## src/hw/rtl/fwimg_pkg.sv

```systemverilog
package fwimg_pkg;

    localparam logic [31:0] MAX_IMAGE_BYTES = 32'd1048576;
    localparam logic [15:0] CRC_POLY        = 16'h1021;
    localparam logic [15:0] CRC_SEED        = 16'hFFFF;
    localparam logic [15:0] CRC_MSB         = 16'h8000;
    localparam logic [15:0] CRC_ZERO        = 16'h0000;
    localparam logic [31:0] COUNT_MAX       = 32'hFFFF_FFFF;

    // Command opcodes
    localparam logic [2:0] OP_CLEAR    = 3'd0;
    localparam logic [2:0] OP_META     = 3'd1;
    localparam logic [2:0] OP_PREPARE  = 3'd2;
    localparam logic [2:0] OP_CHUNK    = 3'd3;
    localparam logic [2:0] OP_FINALIZE = 3'd4;

    // Status codes
    localparam logic [3:0] ST_OK            = 4'd0;
    localparam logic [3:0] ST_WRONG_STAGE   = 4'd1;
    localparam logic [3:0] ST_NOT_PREPARED  = 4'd2;
    localparam logic [3:0] ST_BAD_OFFSET    = 4'd3;
    localparam logic [3:0] ST_SIZE_ZERO     = 4'd4;
    localparam logic [3:0] ST_SIZE_BIG      = 4'd5;
    localparam logic [3:0] ST_CRC_ZERO      = 4'd6;
    localparam logic [3:0] ST_OVERFLOW      = 4'd7;
    localparam logic [3:0] ST_SIZE_MISMATCH = 4'd8;
    localparam logic [3:0] ST_CRC_MISMATCH  = 4'd9;

    // Stage codes as reported on the result channel
    localparam logic [2:0] STG_IDLE   = 3'd0;
    localparam logic [2:0] STG_META   = 3'd1;
    localparam logic [2:0] STG_RECV   = 3'd2;
    localparam logic [2:0] STG_VERIFY = 3'd3;
    localparam logic [2:0] STG_BOOT   = 3'd4;

    typedef enum logic [4:0] {
        S_IDLE   = 5'b00001,
        S_META   = 5'b00010,
        S_RECV   = 5'b00100,
        S_VERIFY = 5'b01000,
        S_BOOT   = 5'b10000
    } stage_t;

    typedef struct packed {
        logic [2:0]  op;
        logic [31:0] image_size;
        logic [15:0] image_crc;
        logic [7:0]  target_bank;
        logic [7:0]  chunk_byte;
        logic [31:0] chunk_offset;
        logic        first_of_chunk;
        logic        last_of_chunk;
    } item_t;

    typedef struct packed {
        logic [3:0]  status;
        logic [2:0]  stage_now;
        logic [15:0] crc_now;
        logic [31:0] bytes_so_far;
        logic        crc_ok;
        logic        storage_ready;
        logic [7:0]  bank_now;
    } result_t;

    // Held command between the input register and the core
    typedef struct packed {
        logic  valid;
        item_t item;
    } slot_t;

    // Result handed from the core to the output register
    typedef struct packed {
        logic    load;
        result_t result;
    } load_t;

    // CRC-16, polynomial 0x1021, MSB first, one byte
    function automatic logic [15:0] crc_byte(input logic [15:0] crc, input logic [7:0] data);
        logic [15:0] r;
        r = crc ^ {data, 8'h00};
        for (int k = 0; k < 8; k++)
        begin
            if ((r & CRC_MSB) != CRC_ZERO)
                r = {r[14:0], 1'b0} ^ CRC_POLY;
            else
                r = {r[14:0], 1'b0};
        end
        return r;
    endfunction

    function automatic logic [2:0] stage_code(input stage_t s);
        logic [2:0] c;
        case (s)
            S_IDLE:   c = STG_IDLE;
            S_META:   c = STG_META;
            S_RECV:   c = STG_RECV;
            S_VERIFY: c = STG_VERIFY;
            S_BOOT:   c = STG_BOOT;
            default:  c = STG_IDLE;
        endcase
        return c;
    endfunction

endpackage

```

## src/hw/rtl/fwimg_in_if.sv

```systemverilog
interface fwimg_in_if
    import fwimg_pkg::*;
();
    logic  valid;
    logic  ready;
    item_t item;

    modport source (output valid, output item, input ready);
    modport sink   (input valid, input item, output ready);
endinterface

```

## src/hw/rtl/fwimg_out_if.sv

```systemverilog
interface fwimg_out_if
    import fwimg_pkg::*;
();
    logic    valid;
    logic    ready;
    result_t item;

    modport source (output valid, output item, input ready);
    modport sink   (input valid, input item, output ready);
endinterface

```

## src/hw/rtl/fwimg_in_stage.sv

```systemverilog
module fwimg_in_stage
    import fwimg_pkg::*;
(
    input  logic       clk,
    input  logic       rst_n,
    fwimg_in_if.sink   cmd,
    input  logic       take,
    output slot_t      slot
);

    logic  valid_reg;
    logic  valid_next;
    item_t item_reg;
    logic  accept;

    // Refill in the same cycle the core drains the held command
    assign cmd.ready = !valid_reg || take;
    assign accept    = cmd.valid && cmd.ready;

    always_comb
    begin
        if (accept)
            valid_next = 1'b1;
        else if (take)
            valid_next = 1'b0;
        else
            valid_next = valid_reg;
    end

    always_ff @(posedge clk or negedge rst_n)
    begin
        if (!rst_n)
            valid_reg <= 1'b0;
        else
            valid_reg <= valid_next;
    end

    always_ff @(posedge clk)
    begin
        if (accept)
            item_reg <= cmd.item;
    end

    assign slot.valid = valid_reg;
    assign slot.item  = item_reg;

endmodule

```

## src/hw/rtl/fwimg_core.sv

```systemverilog
module fwimg_core
    import fwimg_pkg::*;
(
    input  logic  clk,
    input  logic  rst_n,
    input  slot_t slot,
    input  logic  room,
    output logic  take,
    output load_t load
);

    stage_t      stage_reg,         stage_next;
    logic        meta_seen_reg,     meta_seen_next;
    logic        prepared_reg,      prepared_next;
    logic [31:0] exp_len_reg,       exp_len_next;
    logic [15:0] exp_crc_reg,       exp_crc_next;
    logic [7:0]  bank_reg,          bank_next;
    logic [15:0] crc_reg,           crc_next;
    logic [31:0] count_reg,         count_next;
    logic        matched_reg,       matched_next;
    logic [3:0]  verdict_reg,       verdict_next;

    logic [3:0]  status;
    logic [3:0]  verdict;
    logic [31:0] count_inc;
    item_t       it;

    assign it   = slot.item;
    assign take = slot.valid && room;

    always_comb
    begin
        stage_next     = stage_reg;
        meta_seen_next = meta_seen_reg;
        prepared_next  = prepared_reg;
        exp_len_next   = exp_len_reg;
        exp_crc_next   = exp_crc_reg;
        bank_next      = bank_reg;
        crc_next       = crc_reg;
        count_next     = count_reg;
        matched_next   = matched_reg;
        verdict_next   = verdict_reg;
        status         = ST_OK;
        verdict        = verdict_reg;
        count_inc      = (count_reg != COUNT_MAX) ? count_reg + 32'd1 : count_reg;

        case (it.op)
            OP_CLEAR:
            begin
                stage_next     = S_IDLE;
                meta_seen_next = 1'b0;
                prepared_next  = 1'b0;
                exp_len_next   = '0;
                exp_crc_next   = '0;
                bank_next      = '0;
                crc_next       = '0;
                count_next     = '0;
                matched_next   = 1'b0;
                verdict_next   = ST_OK;
            end
            OP_META:
            begin
                if (it.image_size == '0)
                    status = ST_SIZE_ZERO;
                else if (it.image_size > MAX_IMAGE_BYTES)
                    status = ST_SIZE_BIG;
                else if (it.image_crc == CRC_ZERO)
                    status = ST_CRC_ZERO;
                else
                begin
                    exp_len_next   = it.image_size;
                    exp_crc_next   = it.image_crc;
                    bank_next      = it.target_bank;
                    stage_next     = S_META;
                    meta_seen_next = 1'b1;
                    crc_next       = CRC_SEED;
                end
            end
            OP_PREPARE:
            begin
                if (stage_reg != S_META)
                    status = ST_WRONG_STAGE;
                else
                begin
                    prepared_next = 1'b1;
                    stage_next    = S_RECV;
                end
            end
            OP_CHUNK:
            begin
                // Re-judge on a first byte, or while the chunk is still clean
                if (it.first_of_chunk || verdict_reg == ST_OK)
                begin
                    if (stage_reg != S_RECV)
                        verdict = ST_WRONG_STAGE;
                    else if (!prepared_reg)
                        verdict = ST_NOT_PREPARED;
                    else if (it.first_of_chunk && it.chunk_offset != count_reg)
                        verdict = ST_BAD_OFFSET;
                    else
                        verdict = ST_OK;
                end
                verdict_next = verdict;
                if (verdict != ST_OK)
                    status = verdict;
                else
                begin
                    crc_next   = crc_byte(crc_reg, it.chunk_byte);
                    count_next = count_inc;
                    if (it.last_of_chunk && count_inc > exp_len_reg)
                        status = ST_OVERFLOW;
                end
            end
            OP_FINALIZE:
            begin
                if (count_reg != exp_len_reg)
                    status = ST_SIZE_MISMATCH;
                else if (crc_reg != exp_crc_reg)
                begin
                    stage_next   = S_VERIFY;
                    matched_next = 1'b0;
                    status       = ST_CRC_MISMATCH;
                end
                else
                begin
                    stage_next   = S_BOOT;
                    matched_next = 1'b1;
                end
            end
            default:
            begin
                status = ST_OK;
            end
        endcase
    end

    always_ff @(posedge clk or negedge rst_n)
    begin
        if (!rst_n)
        begin
            stage_reg     <= S_IDLE;
            meta_seen_reg <= 1'b0;
            prepared_reg  <= 1'b0;
            exp_len_reg   <= '0;
            exp_crc_reg   <= '0;
            bank_reg      <= '0;
            crc_reg       <= '0;
            count_reg     <= '0;
            matched_reg   <= 1'b0;
            verdict_reg   <= ST_OK;
        end
        else if (take)
        begin
            stage_reg     <= stage_next;
            meta_seen_reg <= meta_seen_next;
            prepared_reg  <= prepared_next;
            exp_len_reg   <= exp_len_next;
            exp_crc_reg   <= exp_crc_next;
            bank_reg      <= bank_next;
            crc_reg       <= crc_next;
            count_reg     <= count_next;
            matched_reg   <= matched_next;
            verdict_reg   <= verdict_next;
        end
    end

    assign load.load                 = take;
    assign load.result.status        = status;
    assign load.result.stage_now     = stage_code(stage_next);
    assign load.result.crc_now       = crc_next;
    assign load.result.bytes_so_far  = count_next;
    assign load.result.crc_ok        = matched_next;
    assign load.result.storage_ready = prepared_next;
    assign load.result.bank_now      = bank_next;

    // Receiving implies storage was prepared
    a_recv_prepared: assert property (@(posedge clk) disable iff (!rst_n)
        (stage_reg == S_RECV) |-> prepared_reg)
        else $error("receiving stage without prepared storage");

    // Ready to boot only after a matching CRC
    a_boot_matched: assert property (@(posedge clk) disable iff (!rst_n)
        (stage_reg == S_BOOT) |-> matched_reg)
        else $error("boot stage without CRC match");

    // Byte count never runs backward except on clear
    a_count_mono: assert property (@(posedge clk) disable iff (!rst_n)
        (take && it.op != OP_CLEAR) |=> (count_reg >= $past(count_reg)))
        else $error("received count decreased");

    // Clear returns the context to idle
    a_clear: assert property (@(posedge clk) disable iff (!rst_n)
        (take && it.op == OP_CLEAR) |=>
            (stage_reg == S_IDLE && count_reg == '0 && !prepared_reg))
        else $error("clear did not reset the context");

endmodule

```

## src/hw/rtl/fwimg_out_stage.sv

```systemverilog
module fwimg_out_stage
    import fwimg_pkg::*;
(
    input  logic        clk,
    input  logic        rst_n,
    input  load_t       load,
    output logic        room,
    fwimg_out_if.source rsp
);

    logic    valid_reg;
    logic    valid_next;
    result_t result_reg;

    // Accept a new result when empty or when the current one leaves now
    assign room = !valid_reg || rsp.ready;

    always_comb
    begin
        if (load.load)
            valid_next = 1'b1;
        else if (rsp.ready)
            valid_next = 1'b0;
        else
            valid_next = valid_reg;
    end

    always_ff @(posedge clk or negedge rst_n)
    begin
        if (!rst_n)
            valid_reg <= 1'b0;
        else
            valid_reg <= valid_next;
    end

    always_ff @(posedge clk)
    begin
        if (load.load)
            result_reg <= load.result;
    end

    assign rsp.valid = valid_reg;
    assign rsp.item  = result_reg;

endmodule

```

## src/hw/rtl/firmware_image_receiver_top.sv

```systemverilog
// Firmware image receiver.
// cmd: command transactions (clear, metadata, prepare, chunk byte, finalize),
//   one image byte per chunk-byte transaction, with chunk first/last marks.
// rsp: one result transaction per command: status, stage, running CRC-16,
//   received byte count, CRC match flag, storage-prepared flag and bank.
// Pipeline: one register holds the command, one holds the result, and the
//   byte-wide CRC-16 update sits between them.
// Throughput: one transaction per cycle sustained while rsp.ready stays high;
//   the single input register feeds the single result register.
// Reset: rst_n low clears the context to idle (no metadata, storage not
//   prepared, CRC and count zero) and empties both registers.
// Stall: while rsp.ready is low the result is held; one more command is
//   taken into the input register, then cmd.ready drops until rsp drains.
module firmware_image_receiver_top
    import fwimg_pkg::*;
(
    input  logic        clk,
    input  logic        rst_n,
    fwimg_in_if.sink    cmd,
    fwimg_out_if.source rsp
);

    slot_t slot;
    load_t load;
    logic  take;
    logic  room;

    // Hold the incoming command
    fwimg_in_stage u_in_stage (
        .clk   (clk),
        .rst_n (rst_n),
        .cmd   (cmd),
        .take  (take),
        .slot  (slot)
    );

    // Decode the command, advance the context, build the result
    fwimg_core u_core (
        .clk   (clk),
        .rst_n (rst_n),
        .slot  (slot),
        .room  (room),
        .take  (take),
        .load  (load)
    );

    // Hold the result until the sink takes it
    fwimg_out_stage u_out_stage (
        .clk   (clk),
        .rst_n (rst_n),
        .load  (load),
        .room  (room),
        .rsp   (rsp)
    );

endmodule

```

## src/flat_wrapper.sv

```systemverilog
// flat-port wrapper written by rule: the top's interface ports become plain ports
module firmware_image_receiver_top_flat import fwimg_pkg::*;
  (clk, rst_n, cmd_valid, cmd_item, cmd_ready, rsp_valid, rsp_item, rsp_ready);
  fwimg_in_if cmd_i ();
  fwimg_out_if rsp_i ();
  input  logic clk;
  input  logic rst_n;
  input wire logic [$bits(cmd_i.valid)-1:0] cmd_valid;
  input wire logic [$bits(cmd_i.item)-1:0] cmd_item;
  output wire logic [$bits(cmd_i.ready)-1:0] cmd_ready;
  output wire logic [$bits(rsp_i.valid)-1:0] rsp_valid;
  output wire logic [$bits(rsp_i.item)-1:0] rsp_item;
  input wire logic [$bits(rsp_i.ready)-1:0] rsp_ready;
  assign cmd_i.valid = cmd_valid;
  assign cmd_i.item = cmd_item;
  assign cmd_ready = cmd_i.ready;
  assign rsp_valid = rsp_i.valid;
  assign rsp_item = rsp_i.item;
  assign rsp_i.ready = rsp_ready;
  firmware_image_receiver_top u_core (.clk(clk), .rst_n(rst_n), .cmd(cmd_i), .rsp(rsp_i));
endmodule
```

## config.mk

```make
export PLATFORM = sky130hd
export DESIGN_NAME = firmware_image_receiver_top_flat
export DESIGN_NICKNAME = d
export VERILOG_FILES = /design/src/hw/rtl/fwimg_pkg.sv /design/src/hw/rtl/fwimg_in_if.sv /design/src/hw/rtl/fwimg_out_if.sv /design/src/hw/rtl/fwimg_in_stage.sv /design/src/hw/rtl/fwimg_core.sv /design/src/hw/rtl/fwimg_out_stage.sv /design/src/hw/rtl/firmware_image_receiver_top.sv /design/src/flat_wrapper.sv
export SDC_FILE = /design/constraint.sdc
export NUM_CORES = 1
export LEC_CHECK = 0
export ABC_AREA = 1
export BUFFER_PORTS_ARGS = -buffer_cell sky130_fd_sc_hd__buf_2
export CAP_MARGIN = 0
export CORE_MARGIN = 10
export CORE_UTILIZATION = 61
export CTS_BUF_LIST = sky130_fd_sc_hd__clkbuf_4
export DETAILED_ROUTE_END_ITERATION = 10
export MAX_ROUTING_LAYER = met4
export PLACE_DENSITY = 0.95
export SLEW_MARGIN = 20
export SYNTH_ARGS = -nofsm -noshare
export SYNTH_HDL_FRONTEND = slang
export SYNTH_SLANG_ARGS = --single-unit
```

## constraint.sdc

```tcl
create_clock -name clk -period 4.81 [get_ports clk]
set_clock_uncertainty 0.15 [all_clocks]
set_input_delay 0.7215 -clock clk [delete_from_list [all_inputs] [get_ports clk]]
set_output_delay 0.7215 -clock clk [all_outputs]
set_load 0.01 [all_outputs]
```

Word-level counts from Yosys, hierarchy flattened --
Cells that the tools add are included.
Word-level totals: bits of input ports 105, output and inout port bits 67, bits in registers 283, logic and storage cells 149
Cells by class: $lt $le $gt $ge 2, multiplexer cells 74, bitwise logic cells 9, equal/unequal tests 17, reduce and logical (&&, ||, !) cells 20, add/subtract/negate cells 1
Operators with widths (count):
- 2-to-1 mux 16 bit | 21
- 2-to-1 mux 32 bit | 5
- one-hot mux 32 bit (2 select lines) | 2
- 2-to-1 mux 13 bit | 8
- inequality test 32 bit | 2
- one-hot mux 16 bit (3 select lines) | 1
- adder 32 x 1 -> 32 bit, second input constant | 1
- greater-than comparator 32 x 21 -> 1 bit, second input constant | 1
- greater-than comparator 32 bit | 1
- logical NOT 32 bit | 1
- inequality test 32 bit, second input constant | 1
- one-hot mux 16 bit (2 select lines) | 1
- 2-to-1 mux 5 bit | 6
- 2-to-1 mux 8 bit | 3
- inverter 3 bit | 8
- 2-to-1 mux 4 bit | 5
- one-hot mux 5 bit (4 select lines) | 1
- logical NOT 16 bit | 1
- inequality test 16 bit | 1
- one-hot mux 4 bit (4 select lines) | 1
- one-hot mux 8 bit (2 select lines) | 1
- bitwise XOR 16 bit | 1
- 2-to-1 mux 3 bit | 4
- one-hot mux 3 bit (4 select lines) | 1
- 23 further kinds | 45

Logic depth before layout (Yosys ltp) --
Gate-level depths: netlist (run 1).
depth after elaboration 38, mapped depth 24, mapped depth without buffers 24

Modules after synthesis --
From an unflattened synthesis (run 1), not the netlist that was laid out.
Second synthesis, totals: cells, all modules 1572, area, all modules 14362.5 um^2
Modules (own cells, without submodules):
- fwimg_core | times used 1, cells an instance 1394, area each 9280.2 um^2, seq. area each 2879.0 um^2
- fwimg_in_stage | times used 1, cells an instance 108, area each 3085.5 um^2, seq. area each 3057.9 um^2
- fwimg_out_stage | times used 1, cells an instance 70, area each 1996.9 um^2, seq. area each 1976.9 um^2

Least setup slack after synthesis (run 1) --
Ideal clock, no wire load.
path kind in2reg, from input rsp_ready, to register u_core.u_out_stage.result_reg (netlist bit u_core.u_out_stage.rsp.item[0]) (enable), arrival time 3.208 ns, setup slack 0.997 ns, required time 4.205 ns, stages on the path 6, library setup time 0.455 ns, path buffers 2, cell sequence inv_1 -> nand2_1 -> nand2_1 -> clkbuf_1 -> clkinv_1 -> clkbuf_1
RTL lines:
- start, declared | line flat_wrapper.sv:13 | input wire logic [$bits(rsp_i.ready)-1:0] rsp_ready;
- end signal, assigned | line fwimg_out_stage.sv:39 | result_reg <= load.result;
- end, declared | line fwimg_out_stage.sv:13 | result_t result_reg;

==> run summary, run 1 <==
Share of layout cells above drive strength 1: 19.7%
Sequential fraction of the synthesis area: 54.3%
Post-CTS sizing: 0
CP Launch Type: flop
Worst hold path type: in -> reg
Proportion of synthesized area in mux cells: 0%
Ports: 172
Num CTS Buffers: 72
Worst-skew pair later-pin latency: 0.69 ns
Count of cell types in the netlist: 50
Worst setup EP type: flop
Avg WL per Cell: 19.1 um
Post-Synth Simple-Gate Area: 22.6%
# rows: 56
Clk slew on worst S/H paths: 0.07 ns
Remaining antenna violation count after routing: 0
Filler instances: 1706
Initial Util: 62.1%
Die Ht: 175 um
Initial drt markers: 1558
Period utilization: 86.0%
Largest net degree at the start of global routing: 79
Max Fclk: 0.242 GHz
DP HPWL: 29100 um
Seq. cell area: 7910 sq um
Synthesized instance count: 1592
Final-report hold violation count: 0
Max-slew headroom: 26.7%
Most frequent cells in the layout: nand2_1, buf_2, edfxtp_1, inv_1, dfrtp_1
Synth Area in XOR/XNOR: 5.17%
Post-synth EDFFs: 166
YS warnings: 0
Cts hold-fix bufs: 1
Vias per Instance: 5.74
Postcts setup bufs: 0
Arr. time, crit path: 4.50 ns
Drt first pass iters: 7
Area added between synthesis and finish: 13.9%
Setup TNS: 0 ns
Clk buf depth: 3
Vias in the first global route: 12200
Final slew viol count: 0
Max reg flops: 101
Leak: 7.64 nW
Worst-path fanout max: 7
Sink Count: 283
RSZ-0062 raised after global routing: no
Maximum VDD drop: 0.000299 V
Final setup vio count: 0
Commonest non-fill, non-tap cell in the layout: nand2_1
Nets: 1925
Critical path class: reg -> reg
Multi-input gate area: 5670 sq um
#FFs+latches synth: 283
Post-Syn Area: 14600 sq um
Number of buffers added on ports: 171
DIE AREA: 30500 sq um
Syn_nets: 1730
Maxcap violations: 0
Syn avg cell area: 9.16 sq um
Final min period: 4.14 ns
Status: finished, final reports clean
H-tree Lvls: 3
Pwr dens: 529 nW/um^2
Adder-cell area share of the yosys netlist: 2.83%
Gr ovfl total: 0
Async SR Flop Fraction: 41.3%
Worst-Margin Slew: 1.10 ns
Largest family of logic cells by synthesized area: simple AND/OR/NAND/NOR gates
Core area: 23500 sq um
Die X: 175 um
Required @ worst endpoint: 5.18 ns
CTS tree: done
Hold_ws: 0.0585 ns
Via Count: 12400
Fraction of the mapped netlist area in compound gates: 8.18%
Synth Flop Type: edfxtp_1
Global placement routability congestion: 0.969
Initial antenna violation count: 1
Drc violations: 0
CTS Root Cell: clkbuf_4
Total Wirelength: 41300 um
Gr usage total: 27.5%
First-pass GRT wire length: 65600 um
[through the flow]
step	power (W)	setup slack, ns	area, sq um	cells	utilization (%)
finish	0.00879	0.674	16600	2164	70.7
detailed placement	0.00664	0.637	15600	2031	66.6
CTS	0.00877	0.617	16600	2163	70.7
global route	0.00934	0.156	16600	2164	70.7
floorplan	0.00573	0.997	14600	1592	-
global placement	0.00650	0.707	15600	2031	66.6
[critical path, stage by stage, from the launching register on]
cell and delay (ns):
dfrtp_1 0.52, ha_1 0.25, nand2_1 0.06, inv_1 0.09, nand2_2 0.09, nor2_2 0.19, nand2_1 0.15, nor2_1 0.11
nand3b_1 0.12, nor2_4 0.23, nor3_1 0.10, nand2_1 0.08, xor2_1 0.17, inv_1 0.06, ha_1 0.26, nand2_1 0.07
or4_1 0.57, o21ai_0 0.18, nand2_1 0.07, nand2_1 0.07, nand2_1 0.09, o21ai_1 0.15, o2bb2ai_1 0.14
[metal layers]
layer  track usage (%)  part of all wire (%)
met1              35.5                    40
met2              42.3                    47
met3              5.56                   9.5
met4              10.6                   3.6
met5                 -                     0
[logic make-up after synthesis]
logic type | after synthesis
and+or+nand+nor | 762
DFF | 283
buffers and inverters | 243
AOI/OAI and AO/OA | 185
xor gates and xnor gates | 86
adders and majority gates | 33
[synth_stat cells, types with 3 or more instances]
master	number	area [sq um]
o22ai_1	9	56.3
buf_1	3	11.3
xor2_1	35	307
o211ai_2	18	225
buf_6	7	78.8
buf_2	26	130
nand3b_1	4	30.0
ha_1	33	413
inv_1	159	597
o21ai_1	51	255
nand3_1	97	485
xnor2_1	51	447
nand2_1	470	1760
a22o_1	8	70.1
nor3_1	26	130
dfrtp_1	116	2900
o21ai_0	48	240
nor2_1	84	315
nand3_2	7	70.1
o22ai_2	6	75.1
nor4_1	12	75.1
a21oi_1	32	160
edfxtp_1	166	4980
clkbuf_1	26	97.6
inv_2	14	52.6
nor2_2	3	18.8
nand4_1	50	313
buf_4	4	30.0
[final timing paths]
kind,slack (ns),endpoint,startpoint,depth (start not counted)
setup / recovery,0.67,u_core.u_out_stage.rsp.item[62],u_core.u_core.count_reg[0],22
hold / removal,0.06,u_core.u_in_stage.slot[40],cmd_item[40],1
setup reg to reg,0.67,u_core.u_out_stage.rsp.item[62],u_core.u_core.count_reg[0],22
hold reg to reg,0.33,u_core.u_core.bank_reg[7],u_core.u_core.bank_reg[7],2
max in group asynchronous,3.01,u_core.u_core.count_reg[0],rst_n,3
min in group asynchronous,0.44,u_core.u_out_stage.rsp.valid,rst_n,2
[power breakdown]
group          internal [W]  switching, W  total (W)
Sequential          0.00310      0.000509    0.00361
Clock               0.00112      0.000986    0.00210
Combinational       0.00111       0.00196    0.00308
[cell type report]
cell class,count,area share [%]
antenna,1,0.0151
multi-input combinational,1066,34.2
tap,319,2.40
clock inverter,26,0.942
timing repair buffer,188,6.03
inverter,176,4.03
clock buffer,105,4.75
sequential,283,47.7
Power figures use the tool's default switching activity.
==> run 2: changes to the inputs <==
--- a/config.mk
+++ b/config.mk
@@ -9,11 +9,11 @@
 export BUFFER_PORTS_ARGS = -buffer_cell sky130_fd_sc_hd__buf_2
 export CAP_MARGIN = 0
 export CORE_MARGIN = 10
-export CORE_UTILIZATION = 61
+export CORE_UTILIZATION = 50
 export CTS_BUF_LIST = sky130_fd_sc_hd__clkbuf_4
 export DETAILED_ROUTE_END_ITERATION = 10
 export MAX_ROUTING_LAYER = met4
-export PLACE_DENSITY = 0.95
+export PLACE_DENSITY = 0.82
 export SLEW_MARGIN = 20
 export SYNTH_ARGS = -nofsm -noshare
 export SYNTH_HDL_FRONTEND = slang
==> run summary, run 2 (synthesis gave the netlist of run 1 again) <==
Status: finished, final reports clean
Setup TNS: 0 ns
Postcts setup bufs: 0
Avg WL per Cell: 18.5 um
Via Count: 12300
Clk slew on worst S/H paths: 0.06 ns
H-tree Lvls: 3
Die Ht: 191 um
Final min period: 4.24 ns
Global placement routability congestion: 0.983
Vias per Instance: 5.44
Max Fclk: 0.236 GHz
Worst-Margin Slew: 1.02 ns
Most frequent cells in the layout: nand2_1, buf_2, edfxtp_1, inv_1, clkbuf_4
Max-slew headroom: 31.8%
Fin cells: 2253
Num CTS Buffers: 76
Final-report hold violation count: 0
Commonest non-fill, non-tap cell in the layout: nand2_1
Die X: 191 um
Filler instances: 2506
Worst setup EP type: flop
Worst-path fanout max: 7
Sw Ratio: 38.5%
Period utilization: 88.2%
Maximum VDD drop: 0.000300 V
Placed Cells: 2096
Worst-skew pair later-pin latency: 0.71 ns
Vias in the first global route: 12200
Cts hold-fix bufs: 15
Final slew viol count: 0
Nets: 1946
Gr usage total: 23.4%
Area added between synthesis and finish: 16.5%
RSZ-0062 raised after global routing: no
DP HPWL: 29000 um
Total Wirelength: 41600 um
Initial antenna violation count: 1
Ports: 172
Final setup vio count: 0
Combinational cell fraction of total power: 34.0%
Sequential share of power: 39.8%
Leak: 7.79 nW
CTS tree: done
Clk buf depth: 3
Initial drt markers: 1187
Max reg flops: 101
Gr ovfl total: 0
Number of buffers added on ports: 171
Pwr dens: 532 nW/um^2
Sink Count: 283
Worst hold path type: in -> reg
Switching pwr: 0.00348 W
Seq. cell area: 7910 sq um
Share of layout cells above drive strength 1: 20.5%
Drc violations: 0
Clock power frac: 26.1%
First-pass GRT wire length: 66100 um
Arr. time, crit path: 4.67 ns
Required @ worst endpoint: 5.24 ns
Drt first pass iters: 5
# rows: 62
Int Power: 0.00556 W
Critical path class: reg -> reg
Largest net degree at the start of global routing: 75
Initial Util: 50.8%
DIE AREA: 36400 sq um
Core area: 28700 sq um
Maxcap violations: 0
Multi-input gate area: 5670 sq um
CP Launch Type: flop
Post-CTS sizing: 0
CTS Root Cell: clkbuf_4
Remaining antenna violation count after routing: 0
-- run 2: final timing paths --
check,from,to,slack (ns),cells past startpoint
setup / recovery,u_core.u_core.count_reg[0],u_core.u_out_stage.rsp.item[61],0.57,23
hold / removal,cmd_item[73],u_core.u_in_stage.slot[73],0.05,1
setup reg to reg,u_core.u_core.count_reg[0],u_core.u_out_stage.rsp.item[61],0.57,23
hold reg to reg,u_core.u_core.bank_reg[1],u_core.u_core.bank_reg[1],0.33,2
max in group asynchronous,rst_n,u_core.u_core.exp_len_reg[12],3.04,3
min in group asynchronous,rst_n,u_core.u_core.bank_reg[0],0.47,2
-- run 2: final cells by class --
class / instances / share of cell area (%)
antenna: 1 / 0.0147
clock buffer: 125 / 5.53
timing repair buffer: 205 / 6.90
multi-input combinational: 1066 / 33.4
clock inverter: 13 / 0.803
tap: 384 / 2.83
sequential: 283 / 46.6
inverter: 176 / 3.93
-- run 2: through the flow --
stage	hold slack (ns)	instance area (sq um)	power (W)	utilization, %	setup WS, ns
2_1_floorplan	0.276	14600	0.00573	-	0.997
3_3_place_gp	0.312	15700	0.00657	54.8	0.626
3_5_place_dp	0.320	15700	0.00666	54.8	0.573
4_1_cts	0.000598	16900	0.00906	59.0	0.568
5_1_grt	-0.00228	17000	0.00966	59.2	0.180
6_report	0.0465	17000	0.00904	59.2	0.568
-- run 2: power groups by stage --
stage          sequential, W  combinational (W)  clock, W
2_1_floorplan        0.00347            0.00226         0
3_3_place_gp         0.00362            0.00296         0
3_5_place_dp         0.00363            0.00303         0
4_1_cts              0.00359            0.00305   0.00242
5_1_grt              0.00366            0.00344   0.00255
6_report             0.00360            0.00307   0.00236
-- run 2: critical path, cell delays in order, from the launching register on --
cell      delay [ns]
dfrtp_1         0.54
ha_1            0.25
nand2_1         0.06
inv_1           0.09
nand2_2         0.09
nor2_2          0.21
nand2_1         0.17
nor2_1          0.12
nand3b_1        0.12
nor2_4          0.24
nor3_1          0.10
nand2_1         0.08
xor2_1          0.17
inv_1           0.06
ha_1            0.26
nand2_1         0.07
or4_1           0.58
o21ai_0         0.20
nand2_1         0.07
nand2_1         0.07
nand2_1         0.10
o21ai_1         0.14
nand2_1         0.07
nand2_1         0.09
-- run 2: routing by layer --
metal | global-route usage (%) | wire length [um]
met4 | 8.18 | 1050
met5 | - | 0
met1 | 31.2 | 18600
met3 | 4.30 | 3080
met2 | 35.3 | 18900
